## src/rtl/slrp_pkg.sv

```systemverilog
package slrp_pkg;

	localparam logic [7:0] CHAR_NL  = 8'h0A;
	localparam logic [7:0] CHAR_DOT = 8'h2E;

	localparam int LEN_NOTFOUND = 8;
	localparam int LEN_SUCCESS  = 7;
	localparam int LEN_INVALID  = 15;

	// Zero bits above the result fields in the output tdata.
	localparam int OUT_PAD_W = 4;

	typedef enum logic [1:0] {
		FUNC_REQUEST = 2'd0,
		FUNC_BYTE    = 2'd1,
		FUNC_LINKERR = 2'd2,
		FUNC_NONE    = 2'd3
	} func_t;

	typedef enum logic [2:0] {
		ST_PENDING  = 3'd0,
		ST_SUCCESS  = 3'd1,
		ST_NOTFOUND = 3'd2,
		ST_INVALID  = 3'd3,
		ST_UNKNOWN  = 3'd4,
		ST_ERROR    = 3'd5
	} reply_status_t;

	typedef enum logic [2:0] {
		PH_READY,
		PH_HEADER,
		PH_DATA,
		PH_ERROR,
		PH_PASS,
		PH_DOT
	} phase_t;

	// What an accepted word produces on the output side.
	typedef enum logic [2:0] {
		PLAN_NONE,
		PLAN_ONE,
		PLAN_NL_BYTE,
		PLAN_REPLAY,
		PLAN_REPLAY_BYTE
	} plan_t;

	typedef enum logic [2:0] {
		SRC_NONE,
		SRC_IN,
		SRC_NL,
		SRC_MEM,
		SRC_EXTRA
	} src_t;

	typedef enum logic [1:0] {
		SEQ_RUN,
		SEQ_READ,
		SEQ_PUSH,
		SEQ_EXTRA
	} seq_t;

	typedef struct packed {
		logic accept;
		logic push;
		src_t src;
		logic last;
		logic rd;
		logic step;
	} cmd_t;

	typedef struct packed {
		plan_t plan;
		logic  out_valid;
		logic  rpl_last;
		logic  rpl_tail;
	} stat_t;

	function automatic logic [7:0] notfound_char(input logic [3:0] i);
		logic [7:0] c;
		case (i)
			4'd0: c = "N";
			4'd1: c = "O";
			4'd2: c = "T";
			4'd3: c = "F";
			4'd4: c = "O";
			4'd5: c = "U";
			4'd6: c = "N";
			4'd7: c = "D";
			default: c = 8'h00;
		endcase
		return c;
	endfunction

	function automatic logic [7:0] success_char(input logic [3:0] i);
		logic [7:0] c;
		case (i)
			4'd0: c = "S";
			4'd1: c = "U";
			4'd2: c = "C";
			4'd3: c = "C";
			4'd4: c = "E";
			4'd5: c = "S";
			4'd6: c = "S";
			default: c = 8'h00;
		endcase
		return c;
	endfunction

	function automatic logic [7:0] invalid_char(input logic [3:0] i);
		logic [7:0] c;
		case (i)
			4'd0:  c = "i";
			4'd1:  c = "n";
			4'd2:  c = "v";
			4'd3:  c = "a";
			4'd4:  c = "l";
			4'd5:  c = "i";
			4'd6:  c = "d";
			4'd7:  c = " ";
			4'd8:  c = "c";
			4'd9:  c = "o";
			4'd10: c = "m";
			4'd11: c = "m";
			4'd12: c = "a";
			4'd13: c = "n";
			4'd14: c = "d";
			default: c = 8'h00;
		endcase
		return c;
	endfunction

endpackage

```

## src/rtl/status_line_dot_stuffed_reply_parser.sv

```systemverilog
// A result appears in the cycle after its word is accepted; a status line replayed from
// the line buffer is first read into a register, then pushed to the output register.
// One word per cycle while the output is free; a data byte that needs a separator holds
// the input until both are out, and an unknown or overlong status line reads and outputs
// each buffered byte in turn, plus the overflowing byte, before the next word is taken.
// Reset (arst_n low, asynchronous): ready, status pending, output empty; buffer kept.
module status_line_dot_stuffed_reply_parser #(
	parameter int HEADER_MAX = 16
) (
	input  logic        clk,
	input  logic        arst_n,
	input  logic        s_axis_tvalid,
	output logic        s_axis_tready,
	input  logic [7:0]  s_axis_tdata,  // [7:0] rx_byte
	input  logic [1:0]  s_axis_tuser,  // [1:0] func
	output logic        m_axis_tvalid,
	input  logic        m_axis_tready,
	output logic [15:0] m_axis_tdata,  // [7:0] data_byte, [10:8] status, [11] done_res
	output logic        m_axis_tuser,  // [0] data_valid
	output logic        m_axis_tlast
);
	import slrp_pkg::*;

	cmd_t       cmd;
	stat_t      stat;
	logic [7:0] out_byte;
	logic [2:0] out_status;
	logic       out_done;

	slrp_ctrl u_ctrl (
		.clk       (clk),
		.arst_n    (arst_n),
		.in_valid  (s_axis_tvalid),
		.out_ready (m_axis_tready),
		.stat      (stat),
		.in_ready  (s_axis_tready),
		.cmd       (cmd)
	);

	slrp_dp #(
		.HEADER_MAX (HEADER_MAX)
	) u_dp (
		.clk        (clk),
		.arst_n     (arst_n),
		.in_func    (s_axis_tuser),
		.in_byte    (s_axis_tdata),
		.out_ready  (m_axis_tready),
		.cmd        (cmd),
		.stat       (stat),
		.out_valid  (m_axis_tvalid),
		.out_dv     (m_axis_tuser),
		.out_byte   (out_byte),
		.out_status (out_status),
		.out_done   (out_done),
		.out_last   (m_axis_tlast)
	);

	assign m_axis_tdata = {{OUT_PAD_W{1'b0}}, out_done, out_status, out_byte};

	// A new word is pushed only into an empty or departing output register.
	a_no_overwrite: assert property (@(posedge clk) disable iff (!arst_n)
		cmd.push |-> (!m_axis_tvalid || m_axis_tready))
		else $error("output word overwritten before it was taken");

	// Input is taken only when no earlier word still has results to come.
	a_input_after_last: assert property (@(posedge clk) disable iff (!arst_n)
		s_axis_tready |-> (!m_axis_tvalid || m_axis_tlast))
		else $error("input accepted while results of a previous word are pending");

	// A word without data is always the single, final result of its input.
	a_nodata_last: assert property (@(posedge clk) disable iff (!arst_n)
		(m_axis_tvalid && !m_axis_tuser) |-> (m_axis_tlast && m_axis_tdata[7:0] == 8'h00))
		else $error("result without data is not a lone final word");

	// Replay reads are never issued in the cycle an input word is taken.
	a_read_not_accept: assert property (@(posedge clk) disable iff (!arst_n)
		cmd.rd |-> !(s_axis_tvalid && s_axis_tready))
		else $error("buffer read overlaps input acceptance");

endmodule

```

## src/rtl/slrp_dp.sv

```systemverilog
module slrp_dp #(
	parameter int HEADER_MAX = 16
) (
	input  logic              clk,
	input  logic              arst_n,
	input  logic [1:0]        in_func,
	input  logic [7:0]        in_byte,
	input  logic              out_ready,
	input  slrp_pkg::cmd_t    cmd,
	output slrp_pkg::stat_t   stat,
	output logic              out_valid,
	output logic              out_dv,
	output logic [7:0]        out_byte,
	output logic [2:0]        out_status,
	output logic              out_done,
	output logic              out_last
);
	import slrp_pkg::*;

	localparam int CW = $clog2(HEADER_MAX + 1);
	localparam int AW = $clog2(HEADER_MAX);

	phase_t        phase_q, phase_d;
	reply_status_t status_q, status_d;
	logic [CW-1:0] count_q, count_d;
	logic          data_seen_q, data_seen_d;
	logic          at_ls_q, at_ls_d;
	logic          m_nf_q, m_nf_d, m_sc_q, m_sc_d, m_iv_q, m_iv_d;
	logic [CW-1:0] len_q, idx_q;
	logic          tail_q;
	logic [7:0]    extra_q, rdata_q;
	logic [7:0]    mem [HEADER_MAX];
	logic          hdr_wr;
	plan_t         plan;
	func_t         func;
	logic          is_nl, is_dot, hdr_full, hdr_nf, hdr_sc, hdr_iv, done_d;

	logic          out_valid_q, out_dv_q, out_done_q, out_last_q;
	logic [7:0]    out_byte_q;
	logic [2:0]    out_status_q;

	assign func     = func_t'(in_func);
	assign is_nl    = (in_byte == CHAR_NL);
	assign is_dot   = (in_byte == CHAR_DOT);
	assign hdr_full = (count_q >= CW'(HEADER_MAX));
	assign hdr_nf   = m_nf_q && (count_q == CW'(LEN_NOTFOUND));
	assign hdr_sc   = m_sc_q && (count_q == CW'(LEN_SUCCESS));
	assign hdr_iv   = m_iv_q && (count_q == CW'(LEN_INVALID));

	// Parse phase transitions.
	always_comb begin
		phase_d = phase_q;
		if (cmd.accept) begin
			unique case (func)
				FUNC_REQUEST: phase_d = PH_HEADER;
				FUNC_LINKERR: phase_d = PH_ERROR;
				FUNC_BYTE: begin
					unique case (phase_q)
						PH_HEADER: begin
							if (is_nl) begin
								phase_d = hdr_sc ? PH_DATA : PH_READY;
							end else if (hdr_full) begin
								phase_d = PH_PASS;
							end
						end
						PH_PASS: begin
							if (is_nl) phase_d = PH_READY;
						end
						PH_DATA: begin
							if (at_ls_q && is_dot) phase_d = PH_DOT;
						end
						PH_DOT: phase_d = is_nl ? PH_READY : PH_DATA;
						default: phase_d = phase_q;
					endcase
				end
				default: phase_d = phase_q;
			endcase
		end
	end

	// Emission plan and the remaining parse state.
	always_comb begin
		plan        = PLAN_NONE;
		hdr_wr      = 1'b0;
		status_d    = status_q;
		count_d     = count_q;
		data_seen_d = data_seen_q;
		at_ls_d     = at_ls_q;
		m_nf_d      = m_nf_q;
		m_sc_d      = m_sc_q;
		m_iv_d      = m_iv_q;
		unique case (func)
			FUNC_REQUEST: begin
				status_d    = ST_PENDING;
				count_d     = '0;
				data_seen_d = 1'b0;
				at_ls_d     = 1'b1;
				m_nf_d      = 1'b1;
				m_sc_d      = 1'b1;
				m_iv_d      = 1'b1;
			end
			FUNC_LINKERR: status_d = ST_ERROR;
			FUNC_BYTE: begin
				unique case (phase_q)
					PH_HEADER: begin
						if (is_nl) begin
							count_d = '0;
							if (hdr_nf) begin
								status_d = ST_NOTFOUND;
							end else if (hdr_sc) begin
								status_d    = ST_SUCCESS;
								at_ls_d     = 1'b1;
								data_seen_d = 1'b0;
							end else if (hdr_iv) begin
								status_d = ST_INVALID;
							end else begin
								status_d = ST_UNKNOWN;
								plan     = (count_q == '0) ? PLAN_NONE : PLAN_REPLAY;
							end
						end else if (!hdr_full) begin
							hdr_wr  = 1'b1;
							count_d = count_q + CW'(1);
							m_nf_d  = m_nf_q && (count_q < CW'(LEN_NOTFOUND)) &&
								(in_byte == notfound_char(count_q[3:0]));
							m_sc_d  = m_sc_q && (count_q < CW'(LEN_SUCCESS)) &&
								(in_byte == success_char(count_q[3:0]));
							m_iv_d  = m_iv_q && (count_q < CW'(LEN_INVALID)) &&
								(in_byte == invalid_char(count_q[3:0]));
						end else begin
							plan        = PLAN_REPLAY_BYTE;
							count_d     = '0;
							data_seen_d = 1'b1;
						end
					end
					PH_PASS: begin
						if (is_nl) status_d = ST_UNKNOWN;
						else plan = PLAN_ONE;
					end
					PH_DATA: begin
						if (at_ls_q) begin
							if (is_nl) begin
								// An empty line still yields a separator once data exists.
								plan = data_seen_q ? PLAN_ONE : PLAN_NONE;
							end else if (!is_dot) begin
								plan        = data_seen_q ? PLAN_NL_BYTE : PLAN_ONE;
								data_seen_d = 1'b1;
								at_ls_d     = 1'b0;
							end
						end else if (is_nl) begin
							at_ls_d = 1'b1;
						end else begin
							plan = PLAN_ONE;
						end
					end
					PH_DOT: begin
						if (is_nl) begin
							at_ls_d = 1'b1;
						end else begin
							plan        = data_seen_q ? PLAN_NL_BYTE : PLAN_ONE;
							data_seen_d = 1'b1;
							at_ls_d     = 1'b0;
						end
					end
					default: plan = PLAN_NONE;
				endcase
			end
			default: plan = PLAN_NONE;
		endcase
	end

	always_ff @(posedge clk or negedge arst_n) begin
		if (!arst_n) begin
			phase_q     <= PH_READY;
			status_q    <= ST_PENDING;
			count_q     <= '0;
			data_seen_q <= 1'b0;
			at_ls_q     <= 1'b1;
			m_nf_q      <= 1'b1;
			m_sc_q      <= 1'b1;
			m_iv_q      <= 1'b1;
			len_q       <= '0;
			idx_q       <= '0;
			tail_q      <= 1'b0;
		end else begin
			if (cmd.accept) begin
				phase_q     <= phase_d;
				status_q    <= status_d;
				count_q     <= count_d;
				data_seen_q <= data_seen_d;
				at_ls_q     <= at_ls_d;
				m_nf_q      <= m_nf_d;
				m_sc_q      <= m_sc_d;
				m_iv_q      <= m_iv_d;
				len_q       <= (plan == PLAN_REPLAY_BYTE) ? CW'(HEADER_MAX) : count_q;
				idx_q       <= '0;
				tail_q      <= (plan == PLAN_REPLAY_BYTE);
			end else if (cmd.step) begin
				idx_q <= idx_q + CW'(1);
			end
		end
	end

	always_ff @(posedge clk) begin
		if (cmd.accept) extra_q <= in_byte;
	end

	// Status line buffer.
	always_ff @(posedge clk) begin
		if (cmd.accept && hdr_wr) mem[count_q[AW-1:0]] <= in_byte;
		if (cmd.rd) rdata_q <= mem[idx_q[AW-1:0]];
	end

	// Every pushed word carries the state left by the whole input word. Words pushed
	// after the accepting cycle see the stored state, not the word now waiting.
	assign done_d = ((phase_d == PH_READY) || (phase_d == PH_ERROR)) &&
		((cmd.accept ? status_d : status_q) != ST_PENDING);

	always_ff @(posedge clk or negedge arst_n) begin
		if (!arst_n) begin
			out_valid_q <= 1'b0;
		end else if (cmd.push) begin
			out_valid_q <= 1'b1;
		end else if (out_ready) begin
			out_valid_q <= 1'b0;
		end
	end

	always_ff @(posedge clk) begin
		if (cmd.push) begin
			out_status_q <= (cmd.accept ? status_d : status_q);
			out_done_q   <= done_d;
			out_last_q   <= cmd.last;
			case (cmd.src)
				SRC_IN: begin
					out_dv_q   <= 1'b1;
					out_byte_q <= in_byte;
				end
				SRC_NL: begin
					out_dv_q   <= 1'b1;
					out_byte_q <= CHAR_NL;
				end
				SRC_MEM: begin
					out_dv_q   <= 1'b1;
					out_byte_q <= rdata_q;
				end
				SRC_EXTRA: begin
					out_dv_q   <= 1'b1;
					out_byte_q <= extra_q;
				end
				default: begin
					out_dv_q   <= 1'b0;
					out_byte_q <= 8'h00;
				end
			endcase
		end
	end

	assign stat.plan      = plan;
	assign stat.out_valid = out_valid_q;
	assign stat.rpl_last  = ((idx_q + CW'(1)) == len_q);
	assign stat.rpl_tail  = tail_q;

	assign out_valid  = out_valid_q;
	assign out_dv     = out_dv_q;
	assign out_byte   = out_byte_q;
	assign out_status = out_status_q;
	assign out_done   = out_done_q;
	assign out_last   = out_last_q;

endmodule

```

## src/rtl/slrp_ctrl.sv

```systemverilog
module slrp_ctrl (
	input  logic            clk,
	input  logic            arst_n,
	input  logic            in_valid,
	input  logic            out_ready,
	input  slrp_pkg::stat_t stat,
	output logic            in_ready,
	output slrp_pkg::cmd_t  cmd
);
	import slrp_pkg::*;

	seq_t seq_q, seq_d;
	logic slot_free;
	logic accept;

	assign slot_free = !stat.out_valid || out_ready;
	assign accept    = (seq_q == SEQ_RUN) && slot_free && in_valid;

	always_comb begin
		seq_d = seq_q;
		unique case (seq_q)
			SEQ_RUN: begin
				if (accept) begin
					unique case (stat.plan)
						PLAN_NL_BYTE:                  seq_d = SEQ_EXTRA;
						PLAN_REPLAY, PLAN_REPLAY_BYTE: seq_d = SEQ_READ;
						default:                       seq_d = SEQ_RUN;
					endcase
				end
			end
			SEQ_READ: seq_d = SEQ_PUSH;
			SEQ_PUSH: begin
				if (slot_free) begin
					if (!stat.rpl_last) seq_d = SEQ_READ;
					else if (stat.rpl_tail) seq_d = SEQ_EXTRA;
					else seq_d = SEQ_RUN;
				end
			end
			SEQ_EXTRA: begin
				if (slot_free) seq_d = SEQ_RUN;
			end
			default: seq_d = SEQ_RUN;
		endcase
	end

	always_comb begin
		in_ready   = 1'b0;
		cmd.accept = accept;
		cmd.push   = 1'b0;
		cmd.src    = SRC_NONE;
		cmd.last   = 1'b1;
		cmd.rd     = 1'b0;
		cmd.step   = 1'b0;
		unique case (seq_q)
			SEQ_RUN: begin
				in_ready = slot_free;
				if (accept) begin
					unique case (stat.plan)
						PLAN_NONE: begin
							cmd.push = 1'b1;
							cmd.src  = SRC_NONE;
						end
						PLAN_ONE: begin
							cmd.push = 1'b1;
							cmd.src  = SRC_IN;
						end
						PLAN_NL_BYTE: begin
							cmd.push = 1'b1;
							cmd.src  = SRC_NL;
							cmd.last = 1'b0;
						end
						default: cmd.push = 1'b0;
					endcase
				end
			end
			SEQ_READ: cmd.rd = 1'b1;
			SEQ_PUSH: begin
				cmd.push = slot_free;
				cmd.src  = SRC_MEM;
				cmd.last = stat.rpl_last && !stat.rpl_tail;
				cmd.step = slot_free && !stat.rpl_last;
			end
			SEQ_EXTRA: begin
				cmd.push = slot_free;
				cmd.src  = SRC_EXTRA;
			end
			default: cmd.push = 1'b0;
		endcase
	end

	always_ff @(posedge clk or negedge arst_n) begin
		if (!arst_n) begin
			seq_q <= SEQ_RUN;
		end else begin
			seq_q <= seq_d;
		end
	end

endmodule
```

## config.mk

```make
export PLATFORM = sky130hd
export DESIGN_NAME = status_line_dot_stuffed_reply_parser
export DESIGN_NICKNAME = d
export VERILOG_FILES = /design/src/rtl/slrp_pkg.sv /design/src/rtl/status_line_dot_stuffed_reply_parser.sv /design/src/rtl/slrp_dp.sv /design/src/rtl/slrp_ctrl.sv
export SDC_FILE = /design/constraint.sdc
export NUM_CORES = 1
export LEC_CHECK = 0
export BUFFER_PORTS_ARGS = -buffer_cell sky130_fd_sc_hd__buf_2
export CAP_MARGIN = 20
export CORE_ASPECT_RATIO = 1.2
export CORE_MARGIN = 2
export CORE_UTILIZATION = 30
export DETAILED_ROUTE_END_ITERATION = 10
export MAX_ROUTING_LAYER = met4
export PLACE_DENSITY = 0.43
export SLEW_MARGIN = 20
export SYNTH_ARGS = -nofsm -noshare
export SYNTH_HDL_FRONTEND = slang
export SYNTH_HIERARCHICAL = 1
export SYNTH_SLANG_ARGS = --single-unit
```

## constraint.sdc

```tcl
create_clock -name clk -period 4.2 [get_ports clk]
set_input_delay 1.05 -clock clk [delete_from_list [all_inputs] [get_ports clk]]
set_output_delay 1.05 -clock clk [all_outputs]
set_load 0.005 [all_outputs]
```

### After elaboration in Yosys (flattened, before gate mapping)

Memories as Yosys holds them, arrays and structs flattened. A register that Yosys moved wholly into a read port is not among the register bits.
Index checks and enable logic that the tools add are counted.
W data, S select, Z words.

* latch bits: 0
* register bits: 52
* input port bits: 14
* memory bits (read-only): 144
* logic and storage cells: 229
* memories: 3
* bits in writable memories: 128
* output and inout port bits: 20

Memories
* u_dp.mem: depth 16, width 8, read ports 1, clocked after Yosys merged registers in 1, wr ports 1, line slrp_dp.sv:32 `logic [7:0] mem [HEADER_MAX];`
* (name not given): depth 16, width 7, read ports 1, clocked after Yosys merged registers in 0, wr ports 0, line slrp_pkg.sv:111 `case (i)`
* (name not given): depth 8, width 4, read ports 1, clocked after Yosys merged registers in 0, wr ports 0, line slrp_pkg.sv:80 `case (i)`

* bitwise operators: 0
* $add $sub $neg: 2
* shifts and indexed selects: 0
* $lt $le $gt $ge: 4
* equality and inequality tests: 50
* div/mod/pow operators: 0
* $mul: 0
* reductions and logical operators: 41
* mux-type cells: 110

Operators by type and width (number)
* $mux W8: 13
* $mux W3: 21
* $mux W1: 40
* $mux W5: 7
* $pmux W8 S4: 1
* $pmux W7 S4: 1
* $eq A8 B8 Y1: 3
* $pmux W3 S4: 2
* $eq A3 B2 Y1 const B: 6
* $mux W2: 9
* $pmux W3 S3: 2
* $logic_and A1 B1 Y1: 16
* $eq A3 B3 Y1 const B: 4
* $eq A4 B3 Y1 const B: 3
* $ne A3 B3 Y1 const B: 4
* $pmux W1 S2: 6
* $pmux W4 S3: 1
* $add A5 B1 Y5 const B: 2
* $eq A5 B4 Y1 const B: 2
* $lt A5 B4 Y1 const B: 2
* $pmux W5 S2: 1
* $reduce_and A10 Y1: 1
* $eq A3 B1 Y1 const B: 3
* $ne A3 B2 Y1 const B: 3
* 33 further kinds: 54

### Logic depth before layout (Yosys ltp)

Gate-level depths: netlist of run 1.

* word-level depth: 16
* mapped depth: 15
* mapped depth without buffers: 13

### By module

Netlist of run 1, hierarchy kept.

Modules (own cells, without submodules)
* slrp_dp: times used 1, sequential area each 5450.2 um^2, cells each 630, area each 8503.2 um^2
* slrp_ctrl: times used 1, sequential area each 50.0 um^2, cells each 31, area each 256.5 um^2
* status_line_dot_stuffed_reply_parser: times used 1, sequential area each 0.0 um^2, cells each 6, area each 41.3 um^2

### Worst setup path after synthesis of run 1

OpenSTA, ideal clock, no wires.

* kind: input to register
* start: input port s_axis_tdata[6]
* end: register u_dp.out_byte_q[1], in the netlist u_dp/out_byte[1], data pin
* stages: 14
* data arrival time: 3.404 ns
* buffers on the path: 3
* data required time: 3.938 ns
* path slack: 0.534 ns
* library setup time: 0.262 ns
* path through: buf_2 -> and4bb_1 -> buf_2 -> and3_1 -> o21ai_0 -> nand2_1 -> a211o_1 -> a31oi_1 -> nor3b_2 -> a21o_2 -> clkbuf_1 -> nor2b_1 -> a21oi_1 -> o22ai_1

RTL lines
* from (decl): line status_line_dot_stuffed_reply_parser.sv:14 `input logic [7:0] s_axis_tdata,`
* to (signal assigned): line slrp_dp.sv:236 `out_byte_q <= in_byte;`
* to (signal assigned): line slrp_dp.sv:244 `out_byte_q <= rdata_q;`
* to (signal assigned): line slrp_dp.sv:248 `out_byte_q <= extra_q;`
* to (decl): line slrp_dp.sv:39 `logic [7:0] out_byte_q;`

==> reports/results.ini, run 1 <==
[status]
outcome=finished, final reports clean

[final_layout]
finalNetCount=729
final_layout_size_suffix_gt1_share_pct=19.3
antenna_diode_instance_count=0
areaGrowthSynthToFinish_pct=14.5

[drt]
post_drt_wl_per_cell_um=20.0
drt_drc_violations_left=0
via_count=5552
drtAntennaViolNets=0
drtPass1Iterations=5
finalWirelength_mm=22.1
detailedRoute.firstIterationViolations=445
vias_per_cell=5.02

[critical_path]
critPathCaptureType=flop
r2r_start=u_dp/count_q[0]$_DFFE_PN0P_
timing.critical_path.required_ns=4.46
source_of_the_critical_timing_path=s_axis_tdata[6]
cp-start-kind=input port
cp.arrival_ns=3.72
timing.setup.critical_path_class=input port to flop
critical_path.max_fanout=12
r2r_slack_ns=0.87

[synthesis]
yosys.area.top_type_share_pct=53.9
yosys_most_used_dff=sky130_fd_sc_hd__edfxtp_1
mappedNetlistArea_um2=8800
netlist_top_cells_count=158 x sky130_fd_sc_hd__edfxtp_1, 53 x sky130_fd_sc_hd__nand2_1, 42 x sky130_fd_sc_hd__o21ai_0
top_area_cells_in_the_synthesized_netlist=sky130_fd_sc_hd__edfxtp_1 54%, sky130_fd_sc_hd__dfrtp_1 7.4%, sky130_fd_sc_hd__mux2i_1 4.2%, sky130_fd_sc_hd__mux4_2 4.1%, sky130_fd_sc_hd__o21ai_0 2.4%
synth.avg_cell_area_um2=13.2
syn-instance-count=667
synth_warnings=6
synth-edff-count=158
ys_seq_area_share_pct=62.5
yosysTopAreaCell=sky130_fd_sc_hd__edfxtp_1
yosys.cell_count.top_type=sky130_fd_sc_hd__edfxtp_1
postSynthRegisterBits=188
synthArstFlopShare_pct=16.0
netlist-cell-type-count=71

[grt]
global_route_track_usage_on_met2_pct=25.9
met3_usage_pct=2.59
grt_max_degree=53
number_of_antenna_violations_at_the_first_check_in_global_routing=0
grt_use_met1_pct=19.3
busiest_layer=met2
via_count_of_the_first_global_routing_pass=5574
grt_usage_pct=15.5
grt_first_pass_wirelength_mm=34.4
gr-total-overflow=0

[sta]
setup-violations-final=0
worst_slew_pin_slew_ns=0.936
hold_slack_ns=0.528
fin_skew_ns=0.0112
final_max_slew_viol_count=0
fin_tns_setup_ns=0
timing.fmax_mhz=289
fin_crit_sh_pct=82.3
fin_ws_ns=0.742
final.min_clock_period_ns=3.46
hold_viol_final=0
timing.slew.headroom_pct=37.6
setup_repair_after_global_routing_missed_its_margin=false

[placement]
finalWeightedCongestion=0.897
place_worst_setup_slack_ns=0.300
hpwl_reported_at_the_end_of_detailed_placement_mm=15.1
io_buffer_count=29

[clock_network]
postCtsResizedCells=0
post_cts_hold_buffer_count=0
clk_transition_reported_paths_ns=0.07
clk_root_buffer_cell=sky130_fd_sc_hd__clkbuf_16
worst_skew_pair.late_latency_ns=0.43
cts_buffer_depth=2
tritoncts_clock_tree=done
cts_inserted_buffers=17
clock_sink_count=188
cts_max_level=4
post-cts-setup-buffer-count=0

[power_and_ir_drop]
vdd.ir_drop.worst_mv=0.289
p_sw_mw=1.89
clock_power_share_pct=28.5
power.share.switching_pct=32.8
design_power_total_mw=5.76
combPwrFrac_pct=29.0
power_share_of_the_sequential_group_pct=42.5
power_per_cell_area_nw_per_um2=571
power_leakage_nw=3.43
internal_power_mw=3.87

[floorplan]
start_util_pct=30.5
top_level_i_o_count=34
rows=68
fp.dieArea_um2=30700
die_w_um=160
floorplan.die.height_um=192
core_area_um2=28800

[worst_hold_path]
min_path_type=flop to flop
worstHoldStart=u_dp/tail_q$_DFFE_PN0P_

[job]
max-cap-violations=0

-- power by group through the flow --
| stage | registers [mW] | logic (mW) | clock network (mW) |
|---|---|---|---|
| 3_3_place_gp | 2.49 | 1.68 | 0 |
| 5_1_grt | 2.48 | 1.85 | 1.76 |
| 6_report | 2.45 | 1.67 | 1.64 |
| 3_5_place_dp | 2.49 | 1.69 | 0 |
| 2_1_floorplan | 2.42 | 1.23 | 0 |
| 4_1_cts | 2.45 | 1.69 | 1.68 |
-- cell families (layout without fill, tap and decap cells) --
| group | Yosys count | after routing | share of synthesized area (%) |
|---|---|---|---|
| buffers and inverters | 62 | 112 | 3.33 |
| AOI/OAI and AO/OA | 140 | 140 | 10.4 |
| xor gates and xnor gates | 22 | 22 | 2.19 |
| muxes | 62 | 62 | 9.45 |
| DFF | 188 | 188 | 62.5 |
| adders and majority gates | 8 | 8 | 1.14 |
| and+or+nand+nor | 184 | 184 | 11.0 |
| other | 1 | 4 | 0.0426 |
-- cell usage in the layout (no fill, tap or decap), drive strengths merged, types with 9 or more instances in the layout --
cell type,n
mux2,9
nand2,54
clkbuf,17
a21oi,24
nor3,12
mux4,16
o21ai,44
nor2,37
edfxtp,158
nand3,18
xnor2,15
dfrtp,26
buf,64
inv,23
nor2b,15
nand2b,10
a22oi,15
mux2i,37
-- critical path, cell delays in order --
cell                       delay, ns
sky130_fd_sc_hd__buf_2          0.14
sky130_fd_sc_hd__and4bb_1       0.51
sky130_fd_sc_hd__nand2_1        0.08
sky130_fd_sc_hd__o21ai_0        0.15
sky130_fd_sc_hd__nand2_1        0.08
sky130_fd_sc_hd__a211o_1        0.29
sky130_fd_sc_hd__a31oi_1        0.37
sky130_fd_sc_hd__nor3b_2        0.12
sky130_fd_sc_hd__a21o_2         0.34
sky130_fd_sc_hd__nor2_1         0.17
sky130_fd_sc_hd__and2_1         0.26
sky130_fd_sc_hd__nand2_1        0.07
sky130_fd_sc_hd__o21ai_0        0.08
-- stage by stage --
step                area (um^2)  utilization, %  instances
floorplan                  8810               -        670
global placement           9470            32.8       1073
detailed placement         9470            32.8       1073
CTS                       10100            34.9       1105
global route              10100            34.9       1105
finish                    10100            34.9       1105
-- registers in the layout, indices dropped and copies added, names as in the netlist, 5 cells and up --
register / cells
u_dp/count_q: 5
u_dp/extra_q: 8
u_dp/idx_q: 5
u_dp/len_q: 5
u_dp/mem: 128
u_dp/out_byte: 8
u_dp/rdata_q: 8
-- metal layers --
layer | part of all wire [%] | vias to the layer above
met3 | 3.7 | 18
met2 | 50 | 122
met1 | 44 | 2796
met4 | 1.7 | 0
li1 | - | 2616
met5 | 0 | -
-- path summary, 6_finish.rpt --
kind / end / cells past startpoint
setup reg to reg: u_dp/out_byte[6]$_DFFE_PP_ / 13
hold reg to reg: u_dp/tail_q$_DFFE_PN0P_ / 1
setup / recovery: u_dp/out_byte[6]$_DFFE_PP_ / 13
min in group asynchronous: u_dp/status_q[1]$_DFF_PN0_ / 1
hold / removal: u_dp/tail_q$_DFFE_PN0P_ / 1
max in group asynchronous: u_dp/idx_q[0]$_DFFE_PN0P_ / 1
-- area by class of cell --
type / instances / area (um^2)
tap: 385 / 482
fill: 2804 / 18800
sequential: 188 / 5500
multi-input combinational: 420 / 3020
timing repair buffer: 64 / 408
inverter: 16 / 60.1
clock inverter: 15 / 179
clock buffer: 17 / 425
Power figures use the tool's default switching activity.
==> inputs of run 2 (changes only) <==
Settings changed: PLACE_DENSITY 0.43 to 0.44.
Clock period 4.2 ns to 2.9 ns, I/O delays scaled along.
==> run 2 against run 1 <==
Largest cell class unchanged. Routed wire length is 3.0% higher. Combinational power is 59% higher. Clock skew is 0.00050 ns lower. Via count is 2.8% higher. Register-to-register slack worse by 0.71 ns.
==> reports/results.ini, run 2 (synthesized netlist as in run 1, its figures left out) <==
[status]
outcome=finished, final reports clean

[clock_network]
postCtsResizedCells=0  ; unchanged
tritoncts_clock_tree=done
clk_root_buffer_cell=sky130_fd_sc_hd__clkbuf_16
post-cts-setup-buffer-count=0  ; unchanged
cts_inserted_buffers=17  ; unchanged
cts_buffer_depth=2  ; unchanged
worst_skew_pair.late_latency_ns=0.44  ; about the same
cts_max_level=4  ; unchanged
clk_transition_reported_paths_ns=0.07  ; about the same
post_cts_hold_buffer_count=0  ; unchanged
clock_sink_count=188  ; unchanged

[grt]
grt_first_pass_wirelength_mm=35.6  ; +3.4%
global_route_track_usage_on_met2_pct=26.6  ; +0.73 points
number_of_antenna_violations_at_the_first_check_in_global_routing=0  ; unchanged
via_count_of_the_first_global_routing_pass=5815  ; +4.3%
busiest_layer=met2
met3_usage_pct=2.22  ; -0.37 points
gr-total-overflow=0  ; unchanged
grt_usage_pct=15.9  ; +0.41 points
grt_use_met1_pct=20.1  ; +0.76 points
grt_max_degree=53  ; unchanged

[sta]
final_max_slew_viol_count=0  ; unchanged
timing.slew.headroom_pct=48.7  ; +11 points
worst_slew_pin_slew_ns=0.770  ; -0.166 ns
setup-violations-final=0  ; unchanged
setup_repair_after_global_routing_missed_its_margin=false
hold_viol_final=0  ; unchanged
timing.fmax_mhz=365
fin_skew_ns=0.0107  ; -0.000501 ns
fin_crit_sh_pct=94.5
final.min_clock_period_ns=2.74

[floorplan]
die_w_um=160  ; unchanged
fp.dieArea_um2=30700  ; unchanged
core_area_um2=28800  ; unchanged
rows=68  ; unchanged
floorplan.die.height_um=192  ; unchanged
top_level_i_o_count=34  ; unchanged
start_util_pct=30.5  ; unchanged

[critical_path]
timing.rr.end=u_dp/out_byte[0]$_DFFE_PP_
critical_path.max_fanout=7  ; -5
critPathCaptureType=flop
timing.setup.critical_path_class=flop to flop
rr_worst_depth=12  ; -1
timing.critical_path.required_ns=3.07  ; -1.39 ns
r2r_start=u_dp/count_q[0]$_DFFE_PN0P_
r2r_slack_ns=0.16  ; -0.71 ns
cp-start-kind=flop
cp.arrival_ns=2.91  ; -0.81 ns

[final_layout]
final_layout_size_suffix_gt1_share_pct=24.8  ; +5.5 points
antenna_diode_instance_count=0  ; unchanged
layout_commonest_cell=sky130_fd_sc_hd__edfxtp_1
finalNetCount=776  ; +6.4%
areaGrowthSynthToFinish_pct=18.9
largest_register_ffs=128  ; unchanged
utilization_pct=36.3  ; +1.3 points
final_cell_mix=158 x sky130_fd_sc_hd__edfxtp_1, 80 x sky130_fd_sc_hd__buf_4, 53 x sky130_fd_sc_hd__nand2_1

[power_and_ir_drop]
power_per_cell_area_nw_per_um2=812  ; +42%
design_power_total_mw=8.50  ; +48%
power_leakage_nw=3.65  ; +6.4%
vdd.ir_drop.worst_mv=0.521  ; +80%

[placement]
io_buffer_count=29  ; unchanged
finalWeightedCongestion=0.853  ; -4.9%
hpwl_reported_at_the_end_of_detailed_placement_mm=16.2  ; +6.8%

[drt]
vias_per_cell=4.96  ; -1.3%
post_drt_wl_per_cell_um=19.8  ; -1.0%
drtPass1Iterations=4  ; -1
drtAntennaViolNets=0  ; unchanged
via_count=5705  ; +2.8%
drt_drc_violations_left=0  ; unchanged
finalWirelength_mm=22.8  ; +3.0%
detailedRoute.firstIterationViolations=351  ; -21%

[job]
max-cap-violations=0  ; unchanged

[worst_hold_path]
min_path_type=input port to asynchronous set/reset pin

run 2: final cells by class:
class / count / area [um^2]
clock buffer: 20 / 437
multi-input combinational: 420 / 3060
inverter: 16 / 60.1
fill: 2736 / 18400
timing repair buffer: 111 / 786
clock inverter: 10 / 135
sequential: 188 / 5500
tap: 385 / 482
run 2: worst max-delay path by stage:
stage | cells after the start | endpoint | from
detailed placement | 12 | u_dp/out_byte[0]$_DFFE_PP_ | s_axis_tdata[7]
finish | 12 | u_dp/out_byte[0]$_DFFE_PP_ | u_dp/count_q[0]$_DFFE_PN0P_
global route | 12 | u_dp/out_byte[5]$_DFFE_PP_ | u_dp/count_q[0]$_DFFE_PN0P_
CTS | 12 | u_dp/out_byte[0]$_DFFE_PP_ | u_dp/count_q[0]$_DFFE_PN0P_
floorplan | 10 | u_dp/mem[1][0]$_DFFE_PP_ | m_axis_tready
global placement | 13 | u_dp/out_byte[2]$_DFFE_PP_ | s_axis_tdata[7]
run 2: worst max-delay path, stage by stage (launching register included):
cell	delay (ns)
sky130_fd_sc_hd__dfrtp_2	0.46
sky130_fd_sc_hd__inv_1	0.14
sky130_fd_sc_hd__ha_1	0.20
sky130_fd_sc_hd__nand3b_1	0.09
sky130_fd_sc_hd__a21oi_1	0.31
sky130_fd_sc_hd__nor2_1	0.10
sky130_fd_sc_hd__nand3_2	0.13
sky130_fd_sc_hd__a31oi_4	0.10
sky130_fd_sc_hd__nor3b_2	0.23
sky130_fd_sc_hd__a21o_2	0.25
sky130_fd_sc_hd__buf_12	0.15
sky130_fd_sc_hd__mux2i_1	0.21
sky130_fd_sc_hd__o21ai_1	0.10
run 2: through the flow:
step	TNS [ns]	area (um^2)	hold slack, ns	setup slack, ns	cells
5_1_grt	0	10500	0.421	0.0445	1150
2_1_floorplan	-5.10	8890	0.429	-0.206	670
3_5_place_dp	-3.16	9890	0.511	-0.205	1120
3_3_place_gp	-2.83	9890	0.510	-0.168	1120
4_1_cts	0	10500	0.379	0.175	1150
6_report	0	10500	0.361	0.160	1150
run 2: routing by layer:
metal  wire, um  part of all wire (%)
met5          0                     0
met4        406                   1.8
met3        631                   2.8
met2      11500                    50
met1      10300                    45
run 2: report_power, final:
part | switching (mW) | total (mW) | internal (mW)
clock network | 1.03 | 2.31 | 1.28
logic | 1.49 | 2.66 | 1.17
registers | 0.215 | 3.53 | 3.32
